$ cat src/sos_pkg.sv
// Shared types, codes and defaults for the set-of-stacks block.
package sos_pkg;

    // Default sizes of the stack set.
    localparam int NUM_STACKS_DEF  = 128;
    localparam int STACK_DEPTH_DEF = 8;
    localparam int DATA_WIDTH_DEF  = 32;

    // Fixed field widths of the request and the result.
    localparam int FUNC_W      = 2;
    localparam int VALUE_W     = 32;
    localparam int STACK_NUM_W = 7;
    localparam int CAP_W       = 4;

    // Configuration port.
    localparam int APB_AW = 3;
    localparam int APB_DW = 32;
    localparam logic [APB_AW-3:0] REG_CAPACITY = 1'b0;
    localparam logic [CAP_W-1:0]  CAP_RESET    = 4'd5;

    // Operation codes; the fourth code is a no-op.
    localparam logic [FUNC_W-1:0] FUNC_PUSH   = 2'd0;
    localparam logic [FUNC_W-1:0] FUNC_POP    = 2'd1;
    localparam logic [FUNC_W-1:0] FUNC_POP_AT = 2'd2;

    typedef enum logic [1:0] {
        ST_OK     = 2'd0,
        ST_EMPTY  = 2'd1,
        ST_FULL   = 2'd2,
        ST_BADNUM = 2'd3
    } t_status;

    typedef struct packed {
        logic [FUNC_W-1:0]        func;
        logic signed [VALUE_W-1:0] push_value;
        logic [STACK_NUM_W-1:0]   target_stack;
    } t_req;

    typedef struct packed {
        logic signed [VALUE_W-1:0] pop_value;
        t_status                  status;
        logic [STACK_NUM_W-1:0]   stack_used;
    } t_rsp;

endpackage

$ cat src/sos_apb_regs.sv
// APB configuration register holding the per-stack capacity.
module sos_apb_regs import sos_pkg::*; (
    input  logic              i_clk,
    input  logic              i_rst_n,
    input  logic              psel,
    input  logic              penable,
    input  logic              pwrite,
    input  logic [APB_AW-1:0] paddr,
    input  logic [APB_DW-1:0] pwdata,
    output logic [APB_DW-1:0] prdata,
    output logic              pready,
    output logic [CAP_W-1:0]  o_capacity
);

    logic [CAP_W-1:0] r_cap;
    logic             hit;

    assign hit = (paddr[APB_AW-1:2] == REG_CAPACITY);

    // Register write on the access phase.
    always_ff @(posedge i_clk) begin
        if (!i_rst_n) begin
            r_cap <= CAP_RESET;
        end else if (psel && penable && pwrite && hit) begin
            r_cap <= pwdata[CAP_W-1:0];
        end
    end

    // Read data; unmapped addresses read as zero.
    always_comb begin
        prdata = '0;
        if (psel && !pwrite && hit) begin
            prdata = APB_DW'(r_cap);
        end
    end

    assign pready     = 1'b1;
    assign o_capacity = r_cap;

endmodule

$ cat config.mk
export PLATFORM = sky130hd
export DESIGN_NAME = sos_apb_regs
export DESIGN_NICKNAME = d
export VERILOG_FILES = /design/src/sos_pkg.sv /design/src/sos_apb_regs.sv
export SDC_FILE = /design/constraint.sdc
export NUM_CORES = 1
export LEC_CHECK = 0
export BUFFER_PORTS_ARGS = -buffer_cell sky130_fd_sc_hd__buf_2
export CORE_MARGIN = 10
export CORE_UTILIZATION = 23
export CTS_CLUSTER_SIZE = 8
export DETAILED_ROUTE_END_ITERATION = 12
export PLACE_DENSITY = 0.72
export SLEW_MARGIN = 30
export SYNTH_ARGS = -nofsm -noshare
export SYNTH_HDL_FRONTEND = slang
export SYNTH_SLANG_ARGS = --single-unit
$ cat constraint.sdc
create_clock -name i_clk -period 0.8 [get_ports i_clk]
set_input_delay 0.12 -clock i_clk [delete_from_list [all_inputs] [get_ports i_clk]]
set_output_delay 0.12 -clock i_clk [all_outputs]
set_load 0.05 [all_outputs]
Word level (Yosys, flattened, before mapping) --
Index checks and enable logic that the tools add are counted. W data, S select, Z words.
Storage, ports and cells: register bits 4, input port bits 40, output and inout bits 37, logic and storage cells 9
Cells by class: muxes and demuxes 1, bitwise logic cells 1, reduce and logical (&&, ||, !) cells 6
Operators with widths (count):
- $logic_and A1 B1 Y1 | 5
- $mux W4 | 1
- $logic_not A1 Y1 | 1
- $not A1 Y1 | 1

Logic depth before layout (Yosys ltp) --
word-level depth 4, depth in mapped cells 3

Worst setup path before layout --
OpenSTA, ideal clock, no wires.
path type register -> output, from reg r_cap[0], in the netlist o_capacity[0], to out prdata[0], data arrival time 1.128 ns, data required time 0.680 ns, setup slack -0.448 ns, stages on the path, launching flop included 2, buffers on the path 0, path through dfxtp_1 and2_1
On the way: longest elaborated chain between the ends 1
Ends and longest elaborated chain:
- start, declared | RTL line sos_apb_regs.sv:15 | logic [CAP_W-1:0] r_cap;
- start signal, assigned | RTL line sos_apb_regs.sv:25 | r_cap <= pwdata[CAP_W-1:0];
- $mux W4 | RTL line sos_apb_regs.sv:32 | if (psel && !pwrite && hit) begin
- end, declared | RTL line sos_apb_regs.sv:10 | output logic [APB_DW-1:0] prdata,
Every way passes these cells.

Final worst setup path --
from reg r_cap[2], in the netlist o_capacity[2], to out prdata[2]
The elaborated chain is that of the path after synthesis.

==> out/summary.txt <==
Status: complete, but fails checks
Post-layout min period: 0.978 ns
Largest fanout on the critical path: 3
Worst Hold Depth: 3
Worst hold endpoint: o_capacity[1]$_SDFFE_PN0P_
Int Pwr: 423 uW
CTS tree: built
Critical path data required time: 0.68 ns
Via count: 322
First-pass DRT Iterations: 3
Num CTS Buffers: 3
Startpoint Class: flip-flop
Via/cell ratio: 3.29
Total track usage: 0.0508
Layout cell share with drive strength beyond 1: 0.425
Switching pwr: 453 uW
WL/cell: 11.2 um
FF-to-FF End: o_capacity[0]$_SDFFE_PN1P_
Final WL: 1.10 mm
Fin nets: 115
Placed instance area: 458 um2
Max reg flops: 4
Core ar.: 0.00176 mm2
Netlist Area Pre-Place: 433 um2
HP Start: pwdata[1]
Yosys cell types: 10
Post-route setup slack: -0.178 ns
Register share of total power: 0.227
Starting DRT DRC Count: 4
PwrDens: 1520 mW/mm2
First-pass GRT wire length: 1.59 mm
Sequential share of the synthesized area: 0.185
R2R setup slack: 0.16 ns
Hold Vio Cnt, Final: 0
Area Overhead vs Synth: 32.7%
Crit share post-route: 1.22
Number of routed nets with antenna violations: 0
CP max stage delay: 0.35 ns
CP endpoint kind: output pin
Comb pwr share: 0.484
Net Sw Frac: 0.517
Cell-by-cell listing of the critical path: and2_4 -> buf_8
Commonest non-fill, non-tap cell in the layout: conb_1
RSZ-0062 raised after global routing: yes
Clock share of power: 0.289
Total die area: 0.00402 mm2
Final Skew: 0 ns
Post-placement cell count: 93
Hold_ws: 0.126 ns
Final setup vio count: 8
Root buf cell: clkbuf_4
MaxCap Viol Count: 0
Initial Util: 0.245
Detailed placer's ending HPWL: 986 um
Place WS: -0.268 ns
Slowest cell on the critical path: dfxtp_4
Largest net degree at the start of global routing: 9
Crit path kind: reg2out
Setup TNS: -1.13 ns
Syn Inst Count: 54
Die Span Y: 63.4 um
R2r startpoint: o_capacity[0]$_SDFFE_PN1P_
Worst-case clock buffer depth: 2
IO Count: 77
DRC: 0
Leakage: 0.292 nW
Fin cells: 98
Antenna violations before repair: 0
Maximum vdd ir drop: 0.000472 V
Final Cell Area: 574 um2
H-Tree Depth: 1
Row cnt: 15
Reg2reg path depth: 2
Failing checks: setup timing
Vias in the first global route: 347
Most frequent cells in the layout: conb_1, buf_2, buf_8
Final slew viol count: 0
Clk_lat worst skew: 0.23 ns
Fmax: 1020 MHz
Antenna diodes: 0
Hold_buf cts: 0
Clock transition at path regs: 0.04 ns
Syn_area_per_cell: 8.02 um2
Worst EP arrival: 0.86 ns
Yosys Warn Count: 0
GRT overflow: 0
Sink Count: 4
Min-Delay Path Class: in2reg
GPL Wtd Cong: 0.691
Post-synthesis register bit count: 4
Buffers on Ports: 17
Die W: 63.4 um
==> how the worst max path moves through the flow <==
stage / from / endpoint / slack (ns) / cells past startpoint
2_1_floorplan: o_capacity[0]$_SDFFE_PN1P_ / prdata[0] / -0.001 / 1
3_3_place_gp: pwrite / prdata[2] / -0.23 / 4
3_5_place_dp: pwrite / prdata[1] / -0.27 / 4
4_1_cts: o_capacity[2]$_SDFFE_PN1P_ / prdata[2] / -0.18 / 2
5_1_grt: o_capacity[2]$_SDFFE_PN1P_ / prdata[2] / -0.21 / 2
6_report: o_capacity[2]$_SDFFE_PN1P_ / prdata[2] / -0.18 / 2
==> synth_stat cells <==
cell type  count  area (um2)
buf_4         29         218
clkbuf_2       1        5.00
nor2b_1        4        25.0
nand2_1        4        15.0
and4b_1        1        10.0
dfxtp_1        4        80.1
and2_1         4        25.0
nor3b_1        1        7.51
conb_1         2        7.51
mux2i_1        4        40.0
==> layer usage <==
layer	wire length [um]	global-route usage	share of wire
met5	0	0	0
met4	0	0.0246	0
met3	172	0.0548	0.16
met2	583	0.0829	0.53
met1	343	0.0364	0.31
==> final cells by class <==
| class | count | area, um2 |
|---|---|---|
| Timing Repair Buffer | 19 | 173 |
| Sequential cell | 4 | 95.1 |
| Clock buffer | 3 | 22.5 |
| Multi-Input combinational cell | 47 | 253 |
| Tap cell | 25 | 31.3 |
| Fill cell | 191 | 1190 |
==> worst max-delay path, delay by kind of cell, from the launching register on <==
kind | cells | cell delay [ns]
DFF | 1 | 0.35
and+or+nand+nor | 1 | 0.14
buffers and inverters | 1 | 0.14
==> cell families after synthesis <==
logic type | count (synthesis) | synth area share
simple gates | 14 | 0.191
buf+inv | 30 | 0.514
other cells | 2 | 0.0173
mux | 4 | 0.0925
flops | 4 | 0.185
==> power by group through the flow <==
stage / combinational, mW / sequential (mW) / clock [mW]
final: 0.423 / 0.199 / 0.253
after global routing: 0.439 / 0.199 / 0.286
after CTS: 0.408 / 0.198 / 0.266
after detailed placement: 0.390 / 0.202 / 0
after global placement: 0.389 / 0.201 / 0
after floorplan: 0.449 / 0.217 / 0
==> through the flow <==
stage                     utilization  power (mW)
after floorplan                     -       0.666
after global placement          0.260       0.590
after CTS                       0.309       0.873
final                           0.326       0.875
after detailed placement        0.260       0.592
after global routing            0.326       0.925
==> what timing repair did <==
item                                    4_1_cts  5_1_grt
endpoints found under the setup margin        8        8
pin swaps                                     0        0
setup buffers                                 1        1
hold endpoints to repair                      0        0
gates resized for setup                      18        5
Power figures use the tool's default switching activity.
